File: src/rtl/voxel_ray_traversal_assert.svh
// assertion macros for the voxel ray traversal block
`ifndef VOXEL_RAY_TRAVERSAL_ASSERT_SVH
`define VOXEL_RAY_TRAVERSAL_ASSERT_SVH
`ifndef SYNTHESIS
`define VRT_ASSERT_IMPL(label, clk, rst_n, a, c) \
    label: assert property (@(posedge clk) disable iff (!rst_n) (a) |-> (c)) \
        else $error("assertion failed");
`define VRT_ASSERT_NEXT(label, clk, rst_n, a, c) \
    label: assert property (@(posedge clk) disable iff (!rst_n) (a) |=> (c)) \
        else $error("assertion failed");
`else
`define VRT_ASSERT_IMPL(label, clk, rst_n, a, c)
`define VRT_ASSERT_NEXT(label, clk, rst_n, a, c)
`endif
`endif

File: src/rtl/vrt_pkg.sv
// package: types, constants and codes for the voxel ray traversal block
`default_nettype none
package vrt_pkg;
    localparam int FRAC_BITS_DEF = 16;
    localparam int INT_BITS_DEF  = 16;
    localparam logic [31:0] NEVER = 32'hFFFF_FFFF;

    localparam logic       CMD_START = 1'b0;
    localparam logic       CMD_REPLY = 1'b1;
    localparam logic [1:0] KIND_QUERY = 2'd0;
    localparam logic [1:0] KIND_HIT   = 2'd1;
    localparam logic [1:0] KIND_MISS  = 2'd2;
    localparam logic [2:0] FACE_NONE  = 3'd6;

    localparam logic [1:0] SIGN_NONE  = 2'd0;
    localparam logic [1:0] SIGN_PLUS  = 2'd1;
    localparam logic [1:0] SIGN_MINUS = 2'd2;

    typedef struct packed {
        logic               cmd;
        logic signed [31:0] origin_x;
        logic signed [31:0] origin_y;
        logic signed [31:0] origin_z;
        logic signed [15:0] dir_x;
        logic signed [15:0] dir_y;
        logic signed [15:0] dir_z;
        logic        [31:0] max_dist;
        logic               occupied;
    } in_word_t;

    typedef struct packed {
        logic        [1:0]  kind;
        logic signed [15:0] voxel_x;
        logic signed [15:0] voxel_y;
        logic signed [15:0] voxel_z;
        logic        [2:0]  face;
    } out_word_t;

    typedef enum logic [3:0] {
        ST_IDLE,
        ST_SQRT,
        ST_DIV_LOAD,
        ST_DIV_RUN,
        ST_DIV_STORE,
        ST_START_EMIT,
        ST_STEP,
        ST_OUT
    } state_t;

    typedef struct packed {
        logic       load_start;
        logic       sqrt_go;
        logic       div_load;
        logic       div_store;
        logic [2:0] div_idx;
        logic       do_step;
        logic       do_hit;
        logic       out_load;
        logic [1:0] out_kind;
    } cmd_t;

    typedef struct packed {
        logic sqrt_done;
        logic div_done;
        logic dir_zero;
        logic step_miss;
    } status_t;
endpackage
`default_nettype wire

File: src/rtl/vrt_ctrl.sv
// controller state machine for the voxel ray traversal block
`default_nettype none
module vrt_ctrl
    import vrt_pkg::*;
(
    input  wire logic    clk,
    input  wire logic    rst_n,
    input  wire logic    in_valid,
    output logic         in_ready,
    input  wire logic    in_cmd,
    input  wire logic    in_occ,
    output logic         out_valid,
    input  wire logic    out_ready,
    output cmd_t         cmd,
    input  wire status_t status
);
    state_t     state_reg, state_next;
    logic [2:0] idx_reg, idx_next;
    logic       active_reg, active_next;
    logic       ov_reg, ov_next;
    logic [1:0] kind_reg, kind_next;

    always_ff @(posedge clk or negedge rst_n)
    begin
        if (!rst_n)
        begin
            state_reg  <= ST_IDLE;
            idx_reg    <= '0;
            active_reg <= 1'b0;
            ov_reg     <= 1'b0;
            kind_reg   <= KIND_QUERY;
        end
        else
        begin
            state_reg  <= state_next;
            idx_reg    <= idx_next;
            active_reg <= active_next;
            ov_reg     <= ov_next;
            kind_reg   <= kind_next;
        end
    end

    assign out_valid = ov_reg;

    always_comb
    begin
        state_next  = state_reg;
        idx_next    = idx_reg;
        active_next = active_reg;
        ov_next     = ov_reg;
        kind_next   = kind_reg;
        cmd         = '0;
        in_ready    = 1'b0;
        if (ov_reg && out_ready)
            ov_next = 1'b0;
        case (state_reg)
            ST_IDLE:
            begin
                in_ready = !ov_reg || out_ready;
                if (in_valid && in_ready)
                begin
                    if (in_cmd == CMD_START)
                    begin
                        cmd.load_start = 1'b1;
                        cmd.sqrt_go    = 1'b1;
                        state_next     = ST_SQRT;
                    end
                    else if (active_reg)
                    begin
                        if (in_occ)
                        begin
                            cmd.do_hit   = 1'b1;
                            cmd.out_load = 1'b1;
                            cmd.out_kind = KIND_HIT;
                            ov_next      = 1'b1;
                            active_next  = 1'b0;
                        end
                        else
                            state_next = ST_STEP;
                    end
                end
            end
            ST_SQRT:
            begin
                idx_next = '0;
                if (status.sqrt_done)
                    state_next = ST_DIV_LOAD;
            end
            ST_DIV_LOAD:
            begin
                cmd.div_load = 1'b1;
                cmd.div_idx  = idx_reg;
                state_next   = ST_DIV_RUN;
            end
            ST_DIV_RUN:
            begin
                cmd.div_idx = idx_reg;
                if (status.div_done)
                    state_next = ST_DIV_STORE;
            end
            ST_DIV_STORE:
            begin
                cmd.div_store = 1'b1;
                cmd.div_idx   = idx_reg;
                if (idx_reg == 3'd5)
                    state_next = ST_START_EMIT;
                else
                begin
                    idx_next   = idx_reg + 3'd1;
                    state_next = ST_DIV_LOAD;
                end
            end
            ST_START_EMIT:
            begin
                state_next = ST_OUT;
                cmd.out_kind = status.dir_zero ? KIND_MISS : KIND_QUERY;
                kind_next    = cmd.out_kind;
                active_next  = !status.dir_zero;
            end
            ST_STEP:
            begin
                cmd.do_step  = !status.step_miss;
                cmd.out_kind = status.step_miss ? KIND_MISS : KIND_QUERY;
                kind_next    = cmd.out_kind;
                active_next  = !status.step_miss;
                state_next   = ST_OUT;
            end
            ST_OUT:
            begin
                cmd.out_kind = kind_reg;
                if (!ov_reg || out_ready)
                begin
                    cmd.out_load = 1'b1;
                    ov_next      = 1'b1;
                    state_next   = ST_IDLE;
                end
            end
            default: state_next = ST_IDLE;
        endcase
    end
endmodule
`default_nettype wire

File: config.mk
export PLATFORM = sky130hd
export DESIGN_NAME = vrt_ctrl
export DESIGN_NICKNAME = d
export VERILOG_FILES = /design/src/rtl/voxel_ray_traversal_assert.svh /design/src/rtl/vrt_pkg.sv /design/src/rtl/vrt_ctrl.sv
export SDC_FILE = /design/constraint.sdc
export NUM_CORES = 1
export LEC_CHECK = 0
export BUFFER_PORTS_ARGS = -buffer_cell sky130_fd_sc_hd__clkbuf_2
export CELL_PAD_IN_SITES_DETAIL_PLACEMENT = 1
export CELL_PAD_IN_SITES_GLOBAL_PLACEMENT = 1
export CORE_AREA = 2 2 49 51
export DETAILED_ROUTE_END_ITERATION = 8
export DIE_AREA = 0 0 51 53
export HOLD_SLACK_MARGIN = 0.03
export PLACE_DENSITY_LB_ADDON = 0.15
export SYNTH_ARGS = -nofsm -noshare
export SYNTH_HDL_FRONTEND = slang
export SYNTH_SLANG_ARGS = --single-unit
File: constraint.sdc
create_clock -name clk -period 4.3 [get_ports clk]
set_clock_uncertainty 0.05 [all_clocks]
set_input_delay 0.86 -clock clk [delete_from_list [all_inputs] [get_ports clk]]
set_output_delay 0.86 -clock clk [all_outputs]
set_load 0.02 [all_outputs]
==> impl_metrics.toml <==
[run_status]
outcome = "completed"

[timing]
finalCritPeriodShare_pct = 64.8
hold_violations = 0
tns_ps = 0
maxSlewViolCount = 0
timing.fmax_ghz = 0.359
final-setup-viol-count = 0
fin_crit_ps = 2790
timing.hold.ws_ps = 397
slew_headroom_pct = 48.3
rsz0062_at_grt = "false"
worstMarginPinSlew_ps = 776

[synthesis]
yosys-top-cells-area = "dfrtp_1 (28%), buf_6 (5.6%), nor2_1 (4.7%)"
yosys.area.top_type = "dfrtp_1"
ys_types = 41
syn_area_per_cell_um2 = 9.00
synth_warnings = 0
syn-num-nets = 101
async_reset_ff_share_pct = 100
ys_seq_area_share_pct = 28.1
syn_inst = 89
synth_edf_count = 0
yosysTopAreaCellShare_pct = 28.1
ys_ff_latch = 9
synth_area_um2 = 801
synth_flop_cell = "dfrtp_1"

[grt]
grt_use_total_pct = 16.8
grt.overflow.total = 0
grt_max_degree = 22
grt_pass1_wl_um = 3290
grt_pass1_vias = 726
antenna_found_initial = 0

[floorplan]
rows = 17
die_h_um = 53
core_region_area_um2 = 2150
ios = 24
dieWidth_um = 51
start_util_pct = 37.3
die-area_um2 = 2700

[critical_path]
critPathLaunch = "state_reg[0]"
critical_path_class = "flop to output port"
crit_fanout = 21
worstSetupStartpointType = "flop"
r2r_start = "state_reg[0]"
cp_data_required_time_ps = 3390
cp_data_arrival_time_ps = 1880
worstSetupEndpointType = "output port"

[drt]
routed_wl_um = 1970
wl_met1_um = 835
drt_iter0_drc = 2
route.detailed.drc = 0
met3_wirelength_um = 73
drtPass1Iterations = 4
vias = 737
wl_per_cell_um = 14.4
antenna_left = 0
routed.top_layer = "met4"
dr_wl_met2_um = 1050
vias_per_cell = 5.38

[clock_tree]
cts-root-buf = "clkbuf_4"
cts.sink_count = 9
cts_tree = "done"
postCtsSetupRepairBufs = 0
htreeDepth = 1
cts-resized-gates = 0
cts.reportedPaths.clkPinSlew_ps = 70
clock_path_buffers = 2
clock_latency_ps = 260
cts_made_buffers = 3
cts-hold-fix-buffers = 0

[hold_path]
hold_path.class = "input pin to async pin"

[placed_design]
gp_congestion = 0.751
port_buffers = 23
hpwl_um = 1560

[flow_run]
maxCapViolations = 0

[layout]
final_cell_mix = "clkbuf_2 (23), nor2_1 (10), dfrtp_1 (9), a21oi_1 (7), nand2_1 (7)"
drive_gt1_share_pct = 40.4
area_growth_pct = 13.6
nFillCells = 280
nets = 122
num_antenna_cells = 0
final_common_cell = "clkbuf_2"

[power_and_ir_drop]
power.leakage_nw = 0.435
p_per_area_nw_per_um2 = 736
ir_worst_vdd_mv = 0.338
[final cells by class]
| cell class | instances | area, um2 | share of cell area (%) |
|---|---|---|---|
| Timing Repair Buffer | 23 | 115 | 12.7 |
| Sequential cell | 9 | 225 | 24.8 |
| Multi-Input combinational cell | 69 | 493 | 54.2 |
| Tap cell | 28 | 35.0 | 3.85 |
| Inverter | 4 | 15.0 | 1.65 |
| Clock buffer | 4 | 26.3 | 2.89 |
[per-layer routing]
layer	vias to the layer above	track usage, %
met5	-	0
met4	0	8.11
met3	2	3.39
met2	15	32.0
met1	359	17.5
li1	361	-
[power breakdown]
part	switching (mW)	internal, mW
clock	0.0309	0.0358
combinational	0.204	0.183
sequential	0.0965	0.119
[cell usage after synthesis (all sizes together), types with 3 or more instances]
cell / n
o22ai: 3
nand2b: 5
a21o: 4
dfrtp: 9
nor2: 10
a21oi: 7
inv: 4
buf: 7
o21ai: 5
nand2: 7
[logic make-up after synthesis]
logic type | Yosys count | synth area share [%]
AO/OA/AOI/OAI | 27 | 25.2
buffers and inverters | 11 | 10.3
AND/OR/NAND/NOR | 38 | 29.5
flip-flops | 9 | 28.1
multiplexers | 2 | 3.75
adder cells (fa/ha/maj) | 2 | 3.12
[metrics by stage]
| stage | area, um2 | power, mW | cells | utilization, % | setup WS [ps] |
|---|---|---|---|---|---|
| final | 910 | 0.670 | 137 | 42.3 | 1510 |
| after global routing | 910 | 0.734 | 137 | 42.3 | 1370 |
| after CTS | 910 | 0.680 | 137 | 42.3 | 1510 |
| after detailed placement | 883 | 0.611 | 133 | 41.1 | 1540 |
| after global placement | 883 | 0.605 | 133 | 41.1 | 1590 |
| after floorplan | 801 | 0.550 | 89 | - | 1310 |
[final timing paths]
check,endpoint,slack (ps),cells after the start
min in group clk,kind_reg[1],440,1
setup reg to reg,active_reg,2540,4
hold / removal,active_reg,400,1
setup / recovery,cmd[2],1510,5
hold reg to reg,kind_reg[1],440,1
max in group asynchronous,state_reg[1],3610,1
[worst max-delay path, cell delays in order (launching register included)]
cell      delay [ps]
dfrtp_1          660
nor4b_2          370
nand4_1          180
o21a_1           150
nor2_1            90
clkbuf_2         170
Power figures use the tool's default switching activity.
